### src/design/pida_pkg.sv
`timescale 1ns / 1ps
`default_nettype none

package pida_pkg;

    // number of array entries, bounded by the 7-bit position and count fields
    localparam int DEPTH = 64;

    // field widths of one request and one result word
    localparam int OP_W     = 2;
    localparam int POS_W    = 7;
    localparam int VALUE_W  = 32;
    localparam int STATUS_W = 2;
    localparam int FILL_W   = 7;

    localparam int S_TDATA_W = 48;
    localparam int M_TDATA_W = 48;

    // request codes
    localparam logic [OP_W-1:0] OP_INSERT = 2'd0;
    localparam logic [OP_W-1:0] OP_DELETE = 2'd1;
    localparam logic [OP_W-1:0] OP_READ   = 2'd2;

    // result status codes
    localparam logic [STATUS_W-1:0] ST_OK     = 2'd0;
    localparam logic [STATUS_W-1:0] ST_FULL   = 2'd1;
    localparam logic [STATUS_W-1:0] ST_EMPTY  = 2'd2;
    localparam logic [STATUS_W-1:0] ST_BADPOS = 2'd3;

    // controller to datapath
    typedef struct packed {
        logic load;      // capture request, run checks, set index
        logic wr_shift;  // write moved entry at index, step index
        logic wr_value;  // write inserted word at position
        logic finish;    // load result register, update count
    } cmd_t;

    // datapath to controller
    typedef struct packed {
        logic [OP_W-1:0] op;
        logic            chk_ok;
        logic            more;
        logic            out_free;
    } sts_t;

endpackage

`default_nettype wire

### src/design/pida_ctrl.sv
`timescale 1ns / 1ps
`default_nettype none

module pida_ctrl
    import pida_pkg::*;
(
    input  wire logic aclk,
    input  wire logic aresetn,
    input  wire logic s_tvalid,
    output logic      s_tready,
    input  wire sts_t sts,
    output cmd_t      cmd
);

    typedef enum logic [2:0] {
        IDLE,
        DECIDE,
        SHIFT_WR,
        INS_WR,
        FINISH
    } state_t;

    state_t state_reg, state_next;

    always_comb begin
        state_next = state_reg;
        cmd        = '0;
        s_tready   = 1'b0;
        case (state_reg)
            IDLE: begin
                s_tready = 1'b1;
                if (s_tvalid) begin
                    cmd.load   = 1'b1;
                    state_next = DECIDE;
                end
            end
            DECIDE: begin
                // read of the source entry is issued in this cycle
                if (!sts.chk_ok) begin
                    state_next = FINISH;
                end else if (sts.op == OP_INSERT) begin
                    state_next = sts.more ? SHIFT_WR : INS_WR;
                end else if (sts.op == OP_DELETE) begin
                    state_next = sts.more ? SHIFT_WR : FINISH;
                end else begin
                    state_next = FINISH;
                end
            end
            SHIFT_WR: begin
                cmd.wr_shift = 1'b1;
                state_next   = DECIDE;
            end
            INS_WR: begin
                cmd.wr_value = 1'b1;
                state_next   = FINISH;
            end
            FINISH: begin
                if (sts.out_free) begin
                    cmd.finish = 1'b1;
                    state_next = IDLE;
                end
            end
            default: begin
                state_next = IDLE;
            end
        endcase
    end

    always_ff @(posedge aclk) begin
        if (!aresetn) begin
            state_reg <= IDLE;
        end else begin
            state_reg <= state_next;
        end
    end

endmodule

`default_nettype wire

### src/design/pida_dp.sv
`timescale 1ns / 1ps
`default_nettype none

module pida_dp
    import pida_pkg::*;
(
    input  wire logic                 aclk,
    input  wire logic                 aresetn,
    input  wire logic [OP_W-1:0]      in_op,
    input  wire logic [POS_W-1:0]     in_pos,
    input  wire logic [VALUE_W-1:0]   in_value,
    input  wire cmd_t                 cmd,
    output sts_t                      sts,
    input  wire logic                 m_tready,
    output logic                      m_tvalid,
    output logic [STATUS_W-1:0]       out_status,
    output logic [VALUE_W-1:0]        out_read_value,
    output logic [FILL_W-1:0]         out_fill_count
);

    localparam int CW = $clog2(DEPTH + 1);
    localparam int AW = (DEPTH > 1) ? $clog2(DEPTH) : 1;
    localparam int XW = (CW > POS_W) ? CW : POS_W;

    logic [VALUE_W-1:0] mem [DEPTH];
    logic [VALUE_W-1:0] rd_data_reg;

    logic [OP_W-1:0]     op_reg;
    logic [XW-1:0]       pos_reg;
    logic [VALUE_W-1:0]  value_reg;
    logic [STATUS_W-1:0] chk_reg;
    logic [CW-1:0]       idx_reg, idx_next;
    logic [CW-1:0]       count_reg, count_next;

    logic                m_tvalid_reg;
    logic [STATUS_W-1:0] status_reg;
    logic [VALUE_W-1:0]  read_value_reg;
    logic [FILL_W-1:0]   fill_reg;

    logic [XW-1:0]       in_pos_x, count_x, idx_x;
    logic [STATUS_W-1:0] chk_next;
    logic [CW-1:0]       idx_dn, idx_up;
    logic [AW-1:0]       rd_addr, wr_addr;
    logic [VALUE_W-1:0]  wr_data;
    logic                mem_we;

    assign in_pos_x = XW'(in_pos);
    assign count_x  = XW'(count_reg);
    assign idx_x    = XW'(idx_reg);
    assign idx_dn   = idx_reg - CW'(1);
    assign idx_up   = idx_reg + CW'(1);

    // request checks against the current count
    always_comb begin
        case (in_op)
            OP_INSERT: begin
                if (count_reg == CW'(DEPTH)) chk_next = ST_FULL;
                else if (in_pos_x > count_x)  chk_next = ST_BADPOS;
                else                          chk_next = ST_OK;
            end
            OP_DELETE, OP_READ: begin
                if (count_reg == '0)          chk_next = ST_EMPTY;
                else if (in_pos_x >= count_x) chk_next = ST_BADPOS;
                else                          chk_next = ST_OK;
            end
            default: chk_next = ST_BADPOS;
        endcase
    end

    // read address: source of the next move, or the position for a read
    always_comb begin
        case (op_reg)
            OP_INSERT: rd_addr = idx_dn[AW-1:0];
            OP_DELETE: rd_addr = idx_up[AW-1:0];
            default:   rd_addr = pos_reg[AW-1:0];
        endcase
    end

    assign mem_we  = cmd.wr_shift | cmd.wr_value;
    assign wr_addr = cmd.wr_value ? pos_reg[AW-1:0] : idx_reg[AW-1:0];
    assign wr_data = cmd.wr_value ? value_reg : rd_data_reg;

    always_ff @(posedge aclk) begin
        if (mem_we) begin
            mem[wr_addr] <= wr_data;
        end
        rd_data_reg <= mem[rd_addr];
    end

    always_comb begin
        idx_next = idx_reg;
        if (cmd.load) begin
            idx_next = (in_op == OP_INSERT) ? count_reg : CW'(in_pos_x);
        end else if (cmd.wr_shift) begin
            idx_next = (op_reg == OP_INSERT) ? idx_dn : idx_up;
        end
    end

    always_comb begin
        count_next = count_reg;
        if (chk_reg == ST_OK) begin
            if (op_reg == OP_INSERT)      count_next = count_reg + CW'(1);
            else if (op_reg == OP_DELETE) count_next = count_reg - CW'(1);
        end
    end

    always_ff @(posedge aclk) begin
        if (cmd.load) begin
            op_reg    <= in_op;
            pos_reg   <= in_pos_x;
            value_reg <= in_value;
            chk_reg   <= chk_next;
        end
        idx_reg <= idx_next;
        if (cmd.finish) begin
            status_reg     <= chk_reg;
            read_value_reg <= (op_reg == OP_READ && chk_reg == ST_OK) ? rd_data_reg : '0;
            fill_reg       <= FILL_W'(count_next);
        end
    end

    always_ff @(posedge aclk) begin
        if (!aresetn) begin
            count_reg    <= '0;
            m_tvalid_reg <= 1'b0;
        end else begin
            if (cmd.finish) begin
                count_reg <= count_next;
            end
            if (cmd.finish) begin
                m_tvalid_reg <= 1'b1;
            end else if (m_tready) begin
                m_tvalid_reg <= 1'b0;
            end
        end
    end

    assign sts.op       = op_reg;
    assign sts.chk_ok   = (chk_reg == ST_OK);
    assign sts.more     = (op_reg == OP_INSERT) ? (idx_x > pos_reg)
                        : ({1'b0, idx_reg} + (CW + 1)'(1) < {1'b0, count_reg});
    assign sts.out_free = !m_tvalid_reg || m_tready;

    assign m_tvalid       = m_tvalid_reg;
    assign out_status     = status_reg;
    assign out_read_value = read_value_reg;
    assign out_fill_count = fill_reg;

endmodule

`default_nettype wire

### src/design/positional_insert_delete_array.sv
`timescale 1ns / 1ps
`default_nettype none

// ordered array of DEPTH signed 32-bit words with a fill count, held in a
// single-port-write, registered-read memory. each input word is an insert,
// a delete or a read at a zero-based position; each gives exactly one result
// word with status (ok, full, empty, invalid position), the read entry for a
// successful read (else zero) and the count after the request. a failed
// request changes nothing. inserts and deletes move the later entries one at
// a time through the memory port, each move a read in DECIDE and a write in
// SHIFT_WR. the result sits in an output register, so the next request is
// taken while the previous result waits for m_tready. the array contents
// after reset are undefined; only entries below the count are ever used.

module positional_insert_delete_array
    import pida_pkg::*;
(
    input  wire logic                 aclk,
    input  wire logic                 aresetn,
    // request: [1:0] operation, [8:2] position, [40:9] value, zero above
    input  wire logic                 s_tvalid,
    output logic                      s_tready,
    input  wire logic [S_TDATA_W-1:0] s_tdata,
    // result: [1:0] status, [33:2] read_value, [40:34] fill_count, zero above
    output logic                      m_tvalid,
    input  wire logic                 m_tready,
    output logic [M_TDATA_W-1:0]      m_tdata
);

    cmd_t cmd;
    sts_t sts;

    logic [STATUS_W-1:0] out_status;
    logic [VALUE_W-1:0]  out_read_value;
    logic [FILL_W-1:0]   out_fill_count;

    // sequencer: request intake, shift loop, result handoff
    pida_ctrl u_ctrl (
        .aclk     (aclk),
        .aresetn  (aresetn),
        .s_tvalid (s_tvalid),
        .s_tready (s_tready),
        .sts      (sts),
        .cmd      (cmd)
    );

    // array memory, count, request checks and result register
    pida_dp u_dp (
        .aclk           (aclk),
        .aresetn        (aresetn),
        .in_op          (s_tdata[1:0]),
        .in_pos         (s_tdata[8:2]),
        .in_value       (s_tdata[40:9]),
        .cmd            (cmd),
        .sts            (sts),
        .m_tready       (m_tready),
        .m_tvalid       (m_tvalid),
        .out_status     (out_status),
        .out_read_value (out_read_value),
        .out_fill_count (out_fill_count)
    );

    // pack the result word, padding bits are zero
    assign m_tdata = {7'd0, out_fill_count, out_read_value, out_status};

endmodule

`default_nettype wire

### config.mk
export PLATFORM = sky130hd
export DESIGN_NAME = positional_insert_delete_array
export DESIGN_NICKNAME = d
export VERILOG_FILES = /design/src/design/pida_pkg.sv /design/src/design/pida_ctrl.sv /design/src/design/pida_dp.sv /design/src/design/positional_insert_delete_array.sv
export SDC_FILE = /design/constraint.sdc
export NUM_CORES = 2
export LEC_CHECK = 0
export ABC_AREA = 0
export BUFFER_PORTS_ARGS = -buffer_cell sky130_fd_sc_hd__buf_2
export CAP_MARGIN = 10
export CORE_ASPECT_RATIO = 2
export CORE_MARGIN = 2
export CORE_UTILIZATION = 38
export CTS_CLUSTER_DIAMETER = 200
export CTS_CLUSTER_SIZE = 14
export DETAILED_ROUTE_END_ITERATION = 10
export PLACE_DENSITY = 0.61
export SLEW_MARGIN = 10
export SYNTH_ARGS = -nofsm -noshare
export SYNTH_HDL_FRONTEND = slang
export SYNTH_SLANG_ARGS = --single-unit
### constraint.sdc
create_clock -name aclk -period 4 [get_ports aclk]
set_input_delay 1 -clock aclk [delete_from_list [all_inputs] [get_ports aclk]]
set_output_delay 1 -clock aclk [all_outputs]
set_load 0.02 [all_outputs]
Word-level counts from Yosys, hierarchy flattened:

Memory sizes are Yosys's and may differ from the RTL's. A register that Yosys moved wholly into a read port is not among the register bits.
Index checks and enable logic that the tools add are counted.

* $add $sub $neg: 5
* multipliers: 0
* div/mod/pow operators: 0
* order comparisons: 4
* equality and inequality tests: 11
* shift-type cells: 0
* mux-type cells: 35
* bitwise gates (word level): 1
* reduce and logical (&&, ||, !) cells: 12

Operators with widths (number)
* 7-bit 2-to-1 mux: 7
* 32-bit 2-to-1 mux: 1
* 3-bit 2-to-1 mux: 6
* 3-bit one-hot mux with 5 select lines: 1
* 7-bit by 1-bit adder with 7-bit output, second input constant: 2
* 7-bit greater-than comparator: 2
* 7-bit by 1-bit subtractor with 7-bit output, second input constant: 2
* 1-bit 2-to-1 mux: 13
* 6-bit one-hot mux with 2 select lines: 1
* 7-bit by 1-bit adder with 8-bit output, second input constant: 1
* 8-bit by 7-bit less-than comparator with 1-bit output: 1
* 2-bit 2-to-1 mux: 4
* 7-bit equality test, second input constant: 1
* 7-bit >= comparator: 1
* 7-bit logical NOT: 1
* 3-bit by 2-bit equality test with 1-bit output, second input constant: 2
* 2-bit logical NOT: 3
* 6-bit 2-to-1 mux: 1
* 2-bit by 1-bit equality test with 1-bit output, second input constant: 2
* 2-bit equality test, second input constant: 2
* 2-bit != test, second input constant: 2
* 2-bit one-hot mux with 2 select lines: 1
* 2-bit nonzero test: 2
* 3-bit by 1-bit equality test with 1-bit output, second input constant: 1
* 8 further kinds: 8

* bits in registers: 102
* latch bits: 0
* memory bits (writable): 2048
* ROM bits: 0
* input bits: 52
* output and inout port bits: 50
* logic and storage cells: 80
* memories kept: 1

Memories
* u_dp.mem: words 64, width 32, read ports 1, clocked after memory_dff 1, write ports 1, line pida_dp.sv:25 `logic [VALUE_W-1:0] mem [DEPTH];`

Longest topological paths before layout:

* word-level depth: 8
* mapped depth: 15
* gate-level depth less buffers: 11

Cells and area by module:

Synthesis repeated with hierarchy kept, for this count alone.

* cell total of the unflattened synthesis: 6171
* area, all modules: 87567.7 um^2

By module, submodules not included
* pida_dp: instances 1, cells an instance 6144, area each 87335.0 um^2, sequential area each 65032.4 um^2
* pida_ctrl: instances 1, cells an instance 19, area each 176.4 um^2, sequential area each 60.1 um^2
* positional_insert_delete_array: instances 1, cells an instance 8, area each 56.3 um^2, sequential area each 0.0 um^2

Worst setup path after synthesis:

OpenSTA, ideal clock, no wires.

* kind: input to register
* start point: in m_tready
* end point: reg u_dp.count_reg[0]
* setup time: 115 ps
* arrival time: 3576 ps
* data required time: 3885 ps
* setup slack: 309 ps
* stages: 5
* path buffers: 0
* cell sequence: nor2b_1 -> nor2_1 -> nand2_1 -> xnor2_1 -> and2_1

RTL lines
* start: declaration: line positional_insert_delete_array.sv:26 `input wire logic m_tready,`
* end signal: assignment: line pida_dp.sv:128 `count_reg <= count_next;`
* end: declaration: line pida_dp.sv:33 `logic [CW-1:0] count_reg, count_next;`

Worst setup path in the final report:

* start point: reg u_dp.idx_reg[1]
* end point: reg u_dp.rd_data_reg[15], read port of u_dp.mem

* cells in the longest elaborated chain, start to end: 2
* elaborated cells between the ends (all ways): 3
* classes of those cells: 2 x add/sub; 1 x mux

RTL lines
* start: declaration: line pida_dp.sv:32 `logic [CW-1:0] idx_reg, idx_next;`
* start signal: assignment: line pida_dp.sv:114 `idx_reg <= idx_next;`
* 7-bit by 1-bit adder with 7-bit output / 7-bit by 1-bit subtractor with 7-bit output (equally long branches): line pida_dp.sv:51, pida_dp.sv:50
* 6-bit one-hot mux with 2 select lines *: line pida_dp.sv:72 `case (op_reg)`
* end: declaration: line pida_dp.sv:26 `logic [VALUE_W-1:0] rd_data_reg;`

Every way passes the cells marked *; elsewhere a longest branch is shown, timed or not.
A chain may end at the register's enable or synchronous reset.

==> results <==
- The worst register-to-register path begins at u_dp.idx_reg[1].
- The count of buffers added by post-CTS timing repair for setup is 0.
- The post-synthesis average cell area is 18.0 um2.
- The count of cells in the finished layout, fillers not included, comes to 8066.
- The violation count after the first detailed-route iteration is 3308.
- The worst hold path begins at s_tdata[24].
- The mapped netlist covers 0.0848 mm2.
- In this run, synthesis inferred 2139 flip-flops with an integrated enable.
- The initial antenna violation count is 19.
- The pin slew with the least headroom to its limit is 1.18 ns.
- The maximum level of the CTS H-tree is 4.
- In this run, synthesis produced a sequential element count of 2182.
- The endpoint required time on the critical path is 4.70 ns.
- The netlist uses 79 different library cells.
- Global routing finished with a remaining overflow of 0.
- TritonCTS built the clock tree.
- The peak fanout along the critical path is 23.
- Entering global routing, the biggest net connects 79 pins.
- At the end of the flow the core is filled with cells to 43.3%.
- The worst path in the final design needs a cycle of 3.86 ns, including I/O delays and setup.
- The minimum setup slack among reg-to-reg paths is 0.14 ns.
- The global-route wire length before repair is 315 mm.
- After routing, the total negative slack on setup checks comes to 0 ns.
- The floorplan step defined a die boundary enclosing 0.227 mm2.
- After detailed routing, the average wire length per cell comes to 26.9 um.
- The ratio of cells with drive above 1 in the final layout is 20.5%.
- The floorplan step set the die width to 338 um.
- On the final layout, the worst clock skew is 0.0357 ns.
- The count of pins on the block boundary is 102.
- The kind of end point of the critical path is a flop.
- The fraction of registers with async set or reset after synthesis is 0%.
- STA puts the critical path data arrival time at 4.56 ns.
- The maximum root-to-sink buffer count is 4.
- For this run, the top clock speed supported by timing is 0.259 GHz.
- The number of filler cells placed in the layout is 19100.
- The worst setup path is of the flop to flop kind.
- The quantity of I/O buffers inserted on ports is 87.
- Clock-pin slew was measured on the worst setup and hold paths at 0.08 ns.
- The number of optimization iterations in the first detailed-route pass is 7.
- The warning count from the yosys run is 0.
- The total power per unit cell area is 538 mW/mm2.
- The reported leakage power is 30.9 nW.
- IR analysis of the VDD net gives a maximum drop of 0.345 mV.
- The HPWL after detailed placement is 137 mm.
- The total global routing track utilization is 18.9%.
- The run finished with clean final reports.
- Setup repair after global routing left no endpoint under its margin.
- After the last flow step, the layout net total stands at 5106.
- Using the TritonRoute via totals, the vias-per-cell ratio works out to 5.53.
- From synthesis to final layout, the design area changed by 13.6%.
- Max-cap violations in this run came to 0.
- In the routed design, unresolved DRC markers number 0.
- The congestion estimate from routability-driven global placement came to 0.855.
- Counting tap cells, the placed design contains a total of 7808 instances.
- The register with the most flip-flops in the layout has 2048 of them.
- The core footprint is 0.222 mm2.
- In the layout the commonest cells are edfxtp_1 (2139), nand2_1 (707), mux4_2 (329), buf_4 (234), nand3_1 (224).
- The hold violation count in the final report is 0.
- The residual antenna-violating net count after detailed routing is 0.
- The clock tree root driver cell is clkbuf_16.
- The initial utilization of the core area, before any placement, comes to 38.1%.
- The share of the yosys chip area belonging to registers is 76.8%.
- Summed over all layers, the routed wires come to 217 mm.
- The nature of the critical path startpoint is a flop.
- Leaving out fill and tap cells, the most frequent cell in the layout is edfxtp_1.
- The number of buffers created by CTS is 181.
- The largest register by flop count is u_dp.mem.
- The number of global-route vias before repair is 46500.
- The beginning of the critical path is u_dp.idx_reg[1].
- Detailed routing inserted a total of 44600 vias.
- For the worst-skew pair, the clock arrives at the later sink with an insertion delay of 0.83 ns.
- For this design, the sink count on the clock tree is 2182.
- The overall power after layout is 51.8 mW.
- The floorplan step set the die height to 672 um.
- The cell count after synthesis is 4719.
- The final worst-path cycle share is 96.5%.
- Row generation in the floorplan step produced 245 rows.
- Setup violations remaining at the end of the flow were counted as 0.
- The worst hold-check path type is input pin to flop.
- The worst pin sits at a relative slew slack of 20.9%.
- The final-report max-slew violation count was 0.
- The leading register cell type out of synthesis is edfxtp_1.
-- final timing paths --
check	cells past startpoint	end
setup / recovery	11	u_dp.rd_data_reg[15]
hold / removal	1	u_dp.value_reg[15]
setup reg to reg	11	u_dp.rd_data_reg[15]
hold reg to reg	1	u_dp.out_read_value[28]
-- cells in the mapped netlist, drive strengths merged (11+ instances only) --
library cell	n	area, um2
a31oi	64	400
nand4	16	100
nand3	224	1120
nor4	17	149
nor2	109	435
clkbuf	88	334
o21ai	26	134
a311oi	43	377
o22ai	78	488
dfxtp	43	861
mux4	332	7490
a22oi	107	803
ha	27	338
and3	49	307
a211oi	27	203
edfxtp	2139	64200
buf	185	1080
mux2i	92	937
a221oi	11	96.3
inv	20	75.1
a21oi	50	254
and2	44	275
a22o	20	175
xnor2	17	149
nand2	741	2790
a211o	23	201
nor3	19	100
-- layout make-up --
cell class,count,area [um2],area share [%]
Antenna cell,11,27.5,0.0286
Multi-Input combinational cell,2250,18900,19.6
Clock inverter,3,28.8,0.0299
Timing Repair Buffer,392,3610,3.75
Tap cell,2964,3710,3.85
Clock buffer,244,4830,5.02
Inverter,20,75.1,0.0780
Sequential cell,2182,65100,67.6
-- worst max-delay path, cell delays in order (launching register included) --
cell and delay, ns:
edfxtp_1 0.58, inv_1 0.15, ha_1 0.27, mux2i_2 0.25
mux2i_4 0.39, nand2_8 0.29, buf_4 0.32, mux4_2 0.30
a22oi_1 0.36, nand2_1 0.19, a22o_1 0.31, a211o_1 0.28
-- metrics by stage --
stage	worst slack, ns	cell area [um2]	hold slack (ns)
after floorplan	0.309	84800	0.477
after global routing	0.0235	96300	0.326
after CTS	0.163	96200	0.300
after global placement	0.189	91400	0.530
final	0.139	96300	0.346
after detailed placement	0.189	91400	0.533
-- where the power goes --
| group | internal, mW | switching [mW] |
|---|---|---|
| Combinational | 2.29 | 5.58 |
| Sequential | 27.7 | 0.276 |
| Clock | 8.33 | 7.64 |
| Total | 38.3 | 13.5 |
-- cell families after synthesis --
kind of cell             after synthesis  synth area share, %
adder cells (fa/ha/maj)               27                0.398
XOR/XNOR                              24                0.248
AND/OR/NAND/NOR                     1252                 6.51
other                                  1              0.00442
AO/OA/AOI/OAI                        514                 4.34
buffers and inverters                293                 1.76
flip-flops                          2182                 76.8
multiplexers                         426                 9.97
-- metal layers --
| metal | wire length, um | GRT usage, % |
|---|---|---|
| met1 | 75100 | 20.1 |
| met2 | 124000 | 36.8 |
| met3 | 9290 | 2.24 |
| met4 | 8810 | 8.36 |
| met5 | 69 | 0 |
-- timing repair --
action                     4_1_cts  5_1_grt
setup endpoints to repair        0        1
hold buffers                     0        0
gates resized for setup          0        1
Note: power is estimated with default switching activity, not from simulation.
